$ cat src/sv/wgm_pkg.sv
// ----------------------------------------------------------------------------
// wgm_pkg: shared types and constants of the wildcard glob matcher
// Beat payloads, cell links, register map and pattern sizing.
// ----------------------------------------------------------------------------
package wgm_pkg;

   // pattern sizing
   localparam int PATTERN_MAX = 32;
   localparam int PAT_BYTES   = 32;
   localparam int PAT_WORDS   = 4;
   localparam int LEN_W       = 6;
   localparam int LEN_LIMIT   = (PATTERN_MAX < PAT_BYTES) ? PATTERN_MAX : PAT_BYTES;
   localparam int COL_IDX_W   = $clog2(PATTERN_MAX + 1);

   // register port
   localparam int DATA_W    = 64;
   localparam int ADDR_W    = 6;
   localparam int REG_IDX_W = 3;

   localparam logic [REG_IDX_W-1:0] REG_PAT_WORD_0 = 3'd0;
   localparam logic [REG_IDX_W-1:0] REG_PAT_WORD_1 = 3'd1;
   localparam logic [REG_IDX_W-1:0] REG_PAT_WORD_2 = 3'd2;
   localparam logic [REG_IDX_W-1:0] REG_PAT_WORD_3 = 3'd3;
   localparam logic [REG_IDX_W-1:0] REG_PAT_LEN    = 3'd4;

   // wildcard bytes
   localparam logic [7:0] STAR_CHAR = 8'h2A;
   localparam logic [7:0] ANY_CHAR  = 8'h3F;

   typedef struct packed {
      logic [7:0] text_byte;
      logic       text_end;
      logic       empty_text;
   } wgm_req_type;

   typedef struct packed {
      logic matched;
      logic text_done;
   } wgm_rsp_type;

   // configuration as seen by the cell row
   typedef struct packed {
      logic [PAT_BYTES-1:0][7:0] pattern;
      logic [COL_IDX_W-1:0]      used_len;
   } wgm_cfg_type;

   // shared by every cell in a cycle
   typedef struct packed {
      logic [7:0] text_byte;
      logic       at_start;
      logic       step;
   } wgm_bcast_type;

   // handed from one cell to its right neighbor
   typedef struct packed {
      logic eff;
      logic fresh;
      logic star_run;
   } wgm_link_type;

endpackage

$ cat src/sv/wgm_cell.sv
// ----------------------------------------------------------------------------
// wgm_cell: one pattern position of the match column
// Holds one column bit and computes its next value from its left neighbor.
// ----------------------------------------------------------------------------
module wgm_cell (
   input  logic                 clock,
   input  logic [7:0]           pat_byte,
   input  logic                 enable,
   input  wgm_pkg::wgm_bcast_type bcast,
   input  wgm_pkg::wgm_link_type  left,
   output wgm_pkg::wgm_link_type  right
);
   import wgm_pkg::*;

   logic col_ff;
   logic col_in;
   logic is_star;
   logic is_hit;
   logic star_run;
   logic eff;
   logic fresh;

   always_comb begin
      is_star  = (pat_byte == STAR_CHAR);
      is_hit   = (pat_byte == bcast.text_byte) || (pat_byte == ANY_CHAR);
      star_run = left.star_run & enable & is_star;
      // at text start the column is the all-star prefix
      eff      = bcast.at_start ? star_run : col_ff;
      if (!enable) begin
         fresh = 1'b0;
      end else if (is_hit) begin
         fresh = left.eff;
      end else if (is_star) begin
         fresh = left.fresh | eff;
      end else begin
         fresh = 1'b0;
      end
      col_in         = bcast.step ? fresh : col_ff;
      right.eff      = eff;
      right.fresh    = fresh;
      right.star_run = star_run;
   end

   always_ff @(posedge clock) begin
      col_ff <= col_in;
   end

endmodule

$ cat src/sv/wgm_csr.sv
// ----------------------------------------------------------------------------
// wgm_csr: pattern and length registers
// APB-style write/read access; hands the pattern and clamped length to the row.
// ----------------------------------------------------------------------------
module wgm_csr (
   input  logic                       clock,
   input  logic                       reset,
   input  logic                       psel,
   input  logic                       penable,
   input  logic                       pwrite,
   input  logic [wgm_pkg::ADDR_W-1:0] paddr,
   input  logic [wgm_pkg::DATA_W-1:0] pwdata,
   output logic [wgm_pkg::DATA_W-1:0] prdata,
   output logic                       pready,
   output wgm_pkg::wgm_cfg_type       cfg
);
   import wgm_pkg::*;

   logic [DATA_W-1:0]    pat_word_ff [PAT_WORDS];
   logic [DATA_W-1:0]    pat_word_in [PAT_WORDS];
   logic [LEN_W-1:0]     len_ff;
   logic [LEN_W-1:0]     len_in;
   logic [REG_IDX_W-1:0] reg_idx;
   logic                 wr_en;

   assign pready  = 1'b1;
   assign reg_idx = paddr[ADDR_W-1:3];
   assign wr_en   = psel & penable & pwrite;

   always_comb begin
      for (int w = 0; w < PAT_WORDS; w++) begin
         pat_word_in[w] = pat_word_ff[w];
      end
      len_in = len_ff;
      if (wr_en) begin
         case (reg_idx)
            REG_PAT_WORD_0: pat_word_in[0] = pwdata;
            REG_PAT_WORD_1: pat_word_in[1] = pwdata;
            REG_PAT_WORD_2: pat_word_in[2] = pwdata;
            REG_PAT_WORD_3: pat_word_in[3] = pwdata;
            REG_PAT_LEN:    len_in = pwdata[LEN_W-1:0];
            default:        len_in = len_ff;
         endcase
      end
   end

   always_ff @(posedge clock) begin
      if (reset) begin
         for (int w = 0; w < PAT_WORDS; w++) begin
            pat_word_ff[w] <= '0;
         end
         len_ff <= '0;
      end else begin
         for (int w = 0; w < PAT_WORDS; w++) begin
            pat_word_ff[w] <= pat_word_in[w];
         end
         len_ff <= len_in;
      end
   end

   always_comb begin
      case (reg_idx)
         REG_PAT_WORD_0: prdata = pat_word_ff[0];
         REG_PAT_WORD_1: prdata = pat_word_ff[1];
         REG_PAT_WORD_2: prdata = pat_word_ff[2];
         REG_PAT_WORD_3: prdata = pat_word_ff[3];
         REG_PAT_LEN:    prdata = {{(DATA_W-LEN_W){1'b0}}, len_ff};
         default:        prdata = '0;
      endcase
   end

   always_comb begin
      for (int w = 0; w < PAT_WORDS; w++) begin
         for (int b = 0; b < 8; b++) begin
            cfg.pattern[8*w+b] = pat_word_ff[w][8*b +: 8];
         end
      end
      // clamp to what the registers and the row can hold
      if (len_ff > LEN_W'(LEN_LIMIT)) begin
         cfg.used_len = COL_IDX_W'(LEN_LIMIT);
      end else begin
         cfg.used_len = COL_IDX_W'(len_ff);
      end
   end

endmodule

$ cat src/sv/wgm_rsp_buf.sv
// ----------------------------------------------------------------------------
// wgm_rsp_buf: two-entry result buffer
// Head register plus skid slot; push side ready comes straight from a flop.
// ----------------------------------------------------------------------------
module wgm_rsp_buf (
   input  logic                 clock,
   input  logic                 reset,
   input  logic                 push_valid,
   input  wgm_pkg::wgm_rsp_type push_data,
   output logic                 push_ready,
   output logic                 pop_valid,
   output wgm_pkg::wgm_rsp_type pop_data,
   input  logic                 pop_ready
);
   import wgm_pkg::*;

   logic        head_valid_ff;
   logic        head_valid_in;
   wgm_rsp_type head_ff;
   wgm_rsp_type head_in;
   logic        skid_valid_ff;
   logic        skid_valid_in;
   wgm_rsp_type skid_ff;
   wgm_rsp_type skid_in;
   logic        pop;

   assign push_ready = ~skid_valid_ff;
   assign pop_valid  = head_valid_ff;
   assign pop_data   = head_ff;
   assign pop        = head_valid_ff & pop_ready;

   always_comb begin
      head_valid_in = head_valid_ff;
      head_in       = head_ff;
      skid_valid_in = skid_valid_ff;
      skid_in       = skid_ff;
      if (!head_valid_ff) begin
         head_valid_in = push_valid;
         head_in       = push_data;
      end else if (pop) begin
         if (skid_valid_ff) begin
            head_in       = skid_ff;
            skid_valid_in = 1'b0;
         end else begin
            head_valid_in = push_valid;
            head_in       = push_data;
         end
      end else if (push_valid) begin
         skid_valid_in = 1'b1;
         skid_in       = push_data;
      end
   end

   always_ff @(posedge clock) begin
      if (reset) begin
         head_valid_ff <= 1'b0;
         skid_valid_ff <= 1'b0;
      end else begin
         head_valid_ff <= head_valid_in;
         skid_valid_ff <= skid_valid_in;
      end
      head_ff <= head_in;
      skid_ff <= skid_in;
   end

`ifndef SYNTHESIS
   a_skid_behind_head: assert property (@(posedge clock) disable iff (reset)
      skid_valid_ff |-> head_valid_ff)
      else $error("skid slot full while head empty");

   a_head_held: assert property (@(posedge clock) disable iff (reset)
      head_valid_ff && !pop_ready |=> head_valid_ff && $stable(head_ff))
      else $error("stalled result lost or changed");
`endif

endmodule

$ cat src/sv/wildcard_glob_matcher_top.sv
// ----------------------------------------------------------------------------
// Results: a result beat is registered in the result buffer before rsp.
// Throughput: one text byte per cycle while the skid slot is free; the clock
//   period is set by the ripple of the star/diagonal chain through all cells.
// Reset: synchronous; clears CSRs and valid flags; column reloads next text.
// ----------------------------------------------------------------------------
module wildcard_glob_matcher_top (
   input  logic                       clock,
   input  logic                       reset,
   // text byte beats
   input  logic                       req_valid,
   output logic                       req_ready,
   input  wgm_pkg::wgm_req_type       req_data,
   // result beats
   output logic                       rsp_valid,
   input  logic                       rsp_ready,
   output wgm_pkg::wgm_rsp_type       rsp_data,
   // register port
   input  logic                       psel,
   input  logic                       penable,
   input  logic                       pwrite,
   input  logic [wgm_pkg::ADDR_W-1:0] paddr,
   input  logic [wgm_pkg::DATA_W-1:0] pwdata,
   output logic [wgm_pkg::DATA_W-1:0] prdata,
   output logic                       pready
);
   import wgm_pkg::*;

   // Structure: a row of PATTERN_MAX cells, cell i owning column bit i
   // (text so far matches pattern bytes 0..i-1). Bit 0 is implicit: it is
   // 1 only at text start. Each cycle the row passes three bits rightward:
   //   eff      - the cell's old bit (star prefix when a text starts)
   //   fresh    - the cell's new bit, feeding a '*' to its right
   //   star_run - all pattern bytes so far are '*'
   // The answer is tapped at position used_len from eff (empty text) or
   // fresh (normal byte), then queued in a two-entry buffer so the row
   // keeps taking beats while a result waits.

   wgm_cfg_type          cfg;
   wgm_bcast_type        bcast;
   wgm_link_type         link [PATTERN_MAX+1];
   logic [PATTERN_MAX:0] eff_vec;
   logic [PATTERN_MAX:0] fresh_vec;
   logic [PATTERN_MAX:1] enable_vec;
   logic                 at_start_ff;
   logic                 at_start_in;
   logic                 accept;
   wgm_rsp_type          result;

   wgm_csr u_csr (
      .clock   (clock),
      .reset   (reset),
      .psel    (psel),
      .penable (penable),
      .pwrite  (pwrite),
      .paddr   (paddr),
      .pwdata  (pwdata),
      .prdata  (prdata),
      .pready  (pready),
      .cfg     (cfg)
   );

   assign accept = req_valid & req_ready;

   // broadcast to all cells; an empty text leaves the column untouched
   assign bcast.text_byte = req_data.text_byte;
   assign bcast.at_start  = at_start_ff;
   assign bcast.step      = accept & ~req_data.empty_text;

   // left edge of the row: implicit bit 0
   assign link[0].eff      = at_start_ff;
   assign link[0].fresh    = 1'b0;
   assign link[0].star_run = 1'b1;

   generate
      for (genvar k = 1; k <= PATTERN_MAX; k++) begin : g_cell
         logic [7:0] pat_byte;
         if (k - 1 < PAT_BYTES) begin : g_byte
            assign pat_byte = cfg.pattern[k-1];
         end else begin : g_none
            assign pat_byte = 8'h00;
         end
         // cells past the pattern length hold zero
         assign enable_vec[k] = (COL_IDX_W'(k) <= cfg.used_len);

         wgm_cell u_cell (
            .clock    (clock),
            .pat_byte (pat_byte),
            .enable   (enable_vec[k]),
            .bcast    (bcast),
            .left     (link[k-1]),
            .right    (link[k])
         );
      end
   endgenerate

   always_comb begin
      for (int k = 0; k <= PATTERN_MAX; k++) begin
         eff_vec[k]   = link[k].eff;
         fresh_vec[k] = link[k].fresh;
      end
   end

   // result tap and text-start tracking
   always_comb begin
      result.matched   = req_data.empty_text ? eff_vec[cfg.used_len]
                                             : fresh_vec[cfg.used_len];
      result.text_done = req_data.empty_text | req_data.text_end;
      at_start_in      = accept ? result.text_done : at_start_ff;
   end

   always_ff @(posedge clock) begin
      if (reset) begin
         at_start_ff <= 1'b1;
      end else begin
         at_start_ff <= at_start_in;
      end
   end

   wgm_rsp_buf u_rsp_buf (
      .clock      (clock),
      .reset      (reset),
      .push_valid (accept),
      .push_data  (result),
      .push_ready (req_ready),
      .pop_valid  (rsp_valid),
      .pop_data   (rsp_data),
      .pop_ready  (rsp_ready)
   );

`ifndef SYNTHESIS
   a_empty_restarts: assert property (@(posedge clock) disable iff (reset)
      accept && req_data.empty_text |=> at_start_ff)
      else $error("empty text did not return to text start");

   a_mid_text: assert property (@(posedge clock) disable iff (reset)
      accept && !req_data.empty_text && !req_data.text_end |=> !at_start_ff)
      else $error("text start flagged inside a text");

   a_result_queued: assert property (@(posedge clock) disable iff (reset)
      accept |=> rsp_valid)
      else $error("accepted beat produced no result");
`endif

endmodule
$ cat config.mk
export PLATFORM = sky130hd
export DESIGN_NAME = wildcard_glob_matcher_top
export DESIGN_NICKNAME = d
export VERILOG_FILES = /design/src/sv/wgm_pkg.sv /design/src/sv/wgm_cell.sv /design/src/sv/wgm_csr.sv /design/src/sv/wgm_rsp_buf.sv /design/src/sv/wildcard_glob_matcher_top.sv
export SDC_FILE = /design/constraint.sdc
export NUM_CORES = 1
export LEC_CHECK = 0
export BUFFER_PORTS_ARGS = -buffer_cell sky130_fd_sc_hd__buf_2
export CAP_MARGIN = 20
export CORE_MARGIN = 4
export CORE_UTILIZATION = 40
export CTS_CLUSTER_DIAMETER = 120
export DETAILED_ROUTE_END_ITERATION = 7
export PLACE_DENSITY = 0.61
export SLEW_MARGIN = 20
export SYNTH_ARGS = -nofsm -noshare
export SYNTH_HDL_FRONTEND = slang
export SYNTH_SLANG_ARGS = --single-unit
$ cat constraint.sdc
create_clock -name clock -period 13.3 [get_ports clock]
set_input_delay 1.33 -clock clock [delete_from_list [all_inputs] [get_ports clock]]
set_output_delay 1.33 -clock clock [all_outputs]
set_load 0.005 [all_outputs]
---- After elaboration in Yosys (flattened, before gate mapping) ----
Memories as Yosys holds them, arrays and structs flattened.
Index checks and enable logic that the tools add are counted.
word-level totals
  register bits ........................... 45
  RAM bits ................................ 256
  word-level logic and storage cells ...... 475
  memories kept ........................... 1
memory list
  memory             depth  bits a word  rd ports  clocked after memory_dff  write ports  line           RTL
  u_csr.pat_word_ff  4      64           4         0                         4            wgm_csr.sv:19  logic [DATA_W-1:0] pat_word_ff [PAT_WORDS];
operators by class
  $lt $le $gt $ge ......................... 34
  equal/unequal tests ..................... 101
  multiplexer cells ....................... 155
  bitwise operators ....................... 107
  reductions and logical operators ........ 37
operator list
  kind                  count
  $eq A8 B6 Y1 const B  64
  $mux W64              8
  $pmux W64 S5          1
  $eq A8 B8 Y1          32
  $mux W256             1
  $mux W1               139
  $le A5 B6 Y1 const A  16
  $and A1 B1 Y1         68
  $le A4 B6 Y1 const A  8
  $or A1 B1 Y1          36
  $logic_or A1 B1 Y1    32
  $le A3 B6 Y1 const A  4
  $bmux W1 S6           2
  $le A2 B6 Y1 const A  2
  $lt A6 B7 Y1 const B  1
  $eq A3 B2 Y1 const B  2
  $gt A6 B6 Y1 const B  1
  $le A1 B6 Y1 const A  1
  $le A6 B6 Y1 const A  1
  $mux W2               3
  $mux W6               1
  $reduce_and A2 Y1     2
  $eq A3 B1 Y1 const B  1
  $eq A3 B3 Y1 const B  1
  other kinds (5)       7

---- Depth between registers and ports, before layout ----
  word-level depth ........................ 138
  gate-level depth with buffers ........... 20

---- Hierarchy ----
Synthesis repeated with hierarchy kept, for this count alone.
second synthesis, totals
  cells, all modules ...................... 2252
  area, all modules ....................... 21200.3 µm²
modules (own cells, without submodules)
  module                     times used  cells an instance  area an instance (µm²)  sequential area each (µm²)
  wgm_csr                    1           1176               12548.3                 5245.0
  wgm_cell                   32          29                 232.7                   30.0
  wildcard_glob_matcher_top  1           131                974.7                   20.0
  wgm_rsp_buf                1           17                 230.2                   160.2

---- Worst setup path after synthesis ----
No wires, ideal clock.
  path type ............................... input-to-reg
  start ................................... input req_data[5] (netlist bit)
  end ..................................... register u_rsp_buf.head_ff (netlist bit u_rsp_buf.pop_data[1]), data pin
  arrival ................................. 4.867 ns
  setup slack ............................. 8.170 ns
  stages on the path ...................... 18
  buffers on the path ..................... 4
  cell sequence ........................... clkbuf_1 -> buf_2 -> buf_2 -> buf_2 -> xor2_1 -> nor4_1 -> a21oi_1 -> o21ai_0 -> a211oi_1 -> a211o_1 -> or4_1 -> and3b_1 -> a311oi_1 -> o221ai_1 -> a211oi_1 -> nand4_1 -> nand2_1 -> a31oi_1
RTL lines
  item                  line                             RTL
  from (decl)           wildcard_glob_matcher_top.sv:13  input wgm_pkg::wgm_req_type req_data,
  to (signal assigned)  wgm_rsp_buf.sv:62                head_ff <= head_in;
  to (decl)             wgm_rsp_buf.sv:19                wgm_rsp_type head_ff;

==> impl_metrics.csv <==
group,metric,value,unit
floorplan,die_w,231,um
global_route,grt_antenna_before_repair,1,
worst_setup_path,worstPathMaxFanout,32,
clocking,post_cts_resized,0,
clocking,path_clk_slew,0.06,ns
timing,setup_viol,0,
floorplan,die-area,53400,um^2
final_layout,fillers,4969,
routing,drc,0,
timing,maxSlewHeadroom,0.301,
worst_hold_path,hold_path.class,"reg -> reg",
global_route,grt_pass1_wl,122000,um
placed_design,port_buffers,151,
yosys,yosysUniqueCellTypes,109,
placed_design,dp_hpwl,54500,um
worst_setup_path,cp-startpoint,"req_data[5]",
routing,vias,21200,
worst_setup_path,cp.depth,18,
pwr,power.density,97.7,nW/um^2
routing,drt_pass1_iterations,7,
timing,fmax,166,MHz
worst_setup_path,r2r_slack,7.64,ns
floorplan,ios,156,
global_route,overflow,0,
worst_setup_path,regToRegStartpoint,"u_csr.len_ff[5]",
yosys,ys_seq_elements,301,
pwr,peakVddDrop,63.0,uV
timing,clock_skew,0.0298,ns
yosys,async_flop_share,0,
yosys,synth_seq_area_share,0.321,
pwr,p_leak,7.95,nW
global_route,grt_max_degree,97,
timing,tightest_slew,1.05,ns
yosys,synth.net_count,2738,
floorplan,fp.dieH,231,um
clocking,htreeDepth,2,
clocking,insertion_delay,0.57,ns
yosys,syn_inst,2651,
worst_setup_path,crit_path_end_kind,"flip-flop",
yosys,yosysWarnings,0,
final_layout,layout_commonest_cell,"nand2_1",
worst_setup_path,critPathSlowestCell,"buf_4",
worst_setup_path,crit_buf_inv,2,
worst_setup_path,crit_arrival,6.30,ns
routing,wl_per_cell,23.9,um
worst_setup_path,crit_family,"compound AO/OA/AOI/OAI gates",
final_layout,drive_gt1_frac,0.120,
global_route,grt_usage,0.290,
worst_setup_path,ff2ff_path_depth,17,
final_layout,nets,2779,
timing,min_period_over_period,0.453,
global_route,grt_pass1_vias,20100,
routing,finalWirelength,80700,um
floorplan,initial_core_util,0.406,
yosys,avgSynthCellArea,7.51,um^2
yosys,synth-edff-count,36,
worst_setup_path,critPathMaxStageDelay,0.63,ns
timing,finalHoldViolCount,0,
timing,slew_violations,0,
clocking,post-cts-setup-buffers,0,
final_layout,stdcell_count,3384,
worst_setup_path,worst_r2r_endpoint,"u_rsp_buf.pop_data[1]",
yosys,syn-cell-area,19900,um^2
worst_setup_path,critPathLaunchType,"input pin",
clocking,cts_root_buf,"clkbuf_16",
job,max_cap_violations,0,
pwr,p_total,2.18,mW
routing,drtIter0Drc,2374,
clocking,clkSinkCount,301,
run_status,status,"completed",
timing,setup_slack,7.28,ns
timing,rsz0062_at_grt,"no",
timing,post-route-min-period,6.02,ns
routing,viasPerCell,6.26,
clocking,cts_buffers,37,
floorplan,core_area,49100,um^2
placed_design,place_ws,6.93,ns
clocking,cts_tree,"yes",
timing,setup_total_negative_slack,0,ns
worst_setup_path,path_class,"in -> reg",
worst_setup_path,crit_chain,"buf_2, buf_4, xor2_1, nor4_1, a2111o_1, o211ai_1, o221a_2, o21ai_1, a211o_1, a31oi_4, o2111ai_4, a211oi_4, o31ai_1, a22oi_1, a211oi_1, nand4_1, nand2_1, a31oi_1",
worst_setup_path,cp-endpoint,"u_rsp_buf.pop_data[1]",
routing,ant_nets,0,
placed_design,placed_area,21100,um^2
floorplan,row_count,81,
placed_design,dp_cells,3317,
placed_design,gp_congestion,1.04,
final_layout,final_cell_mix,"628 x nand2_1, 316 x a21oi_1, 265 x dfxtp_1, 152 x xor2_1, 150 x buf_2",
final_layout,syn2layout_area_growth,12.2,%
clocking,clock_path_buffers,3,
yosys,synth_flop_cell,"dfxtp_1",
clocking,postCtsHoldBufs,0,
worst_setup_path,crit_required,13.58,ns
final_layout,final_cell_area,22300,um^2
==> cell type report <==
type	count	area [um^2]	share of cell area
clock buffer	54	1130	0.0508
multi-input combinational	2143	12700	0.570
inverter	26	97.6	0.00437
sequential	301	6390	0.286
tap	664	831	0.0372
clock inverter	12	121	0.00543
timing repair buffer	183	1020	0.0459
antenna	1	2.50	0.000112
==> metrics by stage <==
step | utilization | hold slack, ns
floorplan | - | 0.466
global placement | 0.429 | 0.484
detailed placement | 0.430 | 0.487
CTS | 0.455 | 0.494
global route | 0.455 | 0.524
finish | 0.455 | 0.499
==> sequential cells by signal (all words and copies together) (netlist names) <==
name / cells
at_start_ff: 1
u_csr.len_ff: 6
u_rsp_buf.pop_valid: 1
u_rsp_buf.pop_data: 2
u_rsp_buf.skid_valid_ff: 1
u_rsp_buf.skid_ff: 2
u_csr.pat_word_ff: 256
g_cell.u_cell.col_ff: 32
==> worst min-delay path by stage <==
stage	from	end	slack, ns	cells past startpoint
final	u_csr.pat_word_ff[2][11]	u_csr.pat_word_ff[2][11]	0.50	2
after global routing	u_csr.pat_word_ff[2][14]	u_csr.pat_word_ff[2][14]	0.52	2
after CTS	u_csr.pat_word_ff[2][11]	u_csr.pat_word_ff[2][11]	0.49	2
after detailed placement	u_csr.pat_word_ff[2][11]	u_csr.pat_word_ff[2][11]	0.49	2
after global placement	u_csr.pat_word_ff[2][43]	u_csr.pat_word_ff[2][43]	0.48	2
after floorplan	u_csr.pat_word_ff[3][1]	u_csr.pat_word_ff[3][1]	0.47	2
==> kinds of logic (layout without fill, tap and decap cells) <==
family | count (synthesis) | count (layout) | synth area share
AND/OR/NAND/NOR | 1197 | 1197 | 0.287
AO/OA/AOI/OAI | 668 | 668 | 0.225
flip-flops | 301 | 301 | 0.321
XOR/XNOR | 256 | 256 | 0.113
buffers and inverters | 207 | 275 | 0.0420
multiplexers | 21 | 21 | 0.0124
other | 1 | 2 | 0.000188
==> per-layer routing <==
metal	part of all wire	vias to the layer above	wire length [um]	track usage
li1	-	9538	-	-
met2	0.45	1121	36200	0.457
met1	0.42	10200	33700	0.386
met4	0.054	2	4340	0.154
met5	0.00016	-	13	0
met3	0.080	258	6490	0.0439
==> cells in the mapped netlist, drive strengths merged, types with 7 or more instances <==
| library cell | instances | share of area |
|---|---|---|
| nor3 | 62 | 0.017 |
| nor2b | 26 | 0.0082 |
| or4 | 10 | 0.0041 |
| xnor2 | 104 | 0.046 |
| a41oi | 8 | 0.0035 |
| mux2i | 9 | 0.0045 |
| a211oi | 14 | 0.0062 |
| clkbuf | 130 | 0.025 |
| edfxtp | 36 | 0.054 |
| or3 | 17 | 0.0056 |
| buf | 51 | 0.013 |
| nand4 | 59 | 0.019 |
| nor4b | 12 | 0.0071 |
| xor2 | 152 | 0.067 |
| a21oi | 318 | 0.080 |
| mux2 | 10 | 0.0057 |
| nand2b | 13 | 0.0041 |
| a221o | 57 | 0.029 |
| nand3 | 68 | 0.018 |
| a211o | 10 | 0.0048 |
| dfxtp | 265 | 0.27 |
| nor2 | 142 | 0.027 |
| nor4 | 59 | 0.021 |
| o21a | 11 | 0.0041 |
| or2 | 12 | 0.0038 |
| and4 | 7 | 0.0032 |
| o211ai | 9 | 0.0039 |
| a21o | 9 | 0.0035 |
| a22o | 59 | 0.026 |
| inv | 26 | 0.0049 |
| o21ai | 56 | 0.014 |
| a31oi | 28 | 0.011 |
| o22ai | 12 | 0.0038 |
| a22oi | 20 | 0.0078 |
| and2 | 20 | 0.0063 |
| o31ai | 9 | 0.0041 |
| nand2 | 633 | 0.12 |
| and3 | 29 | 0.0096 |
==> tightest hold or removal path: stages, from the launching register on <==
cell     delay (ns)
dfxtp_1        0.33
nand2_1        0.06
a21oi_1        0.05
==> power by group <==
group / internal (mW) / switching [mW] / total, mW
Clock: 0.632 / 0.425 / 1.06
Sequential: 0.929 / 0.0107 / 0.940
Combinational: 0.0559 / 0.130 / 0.186
Total: 1.62 / 0.566 / 2.18
Power figures use the tool's default switching activity.
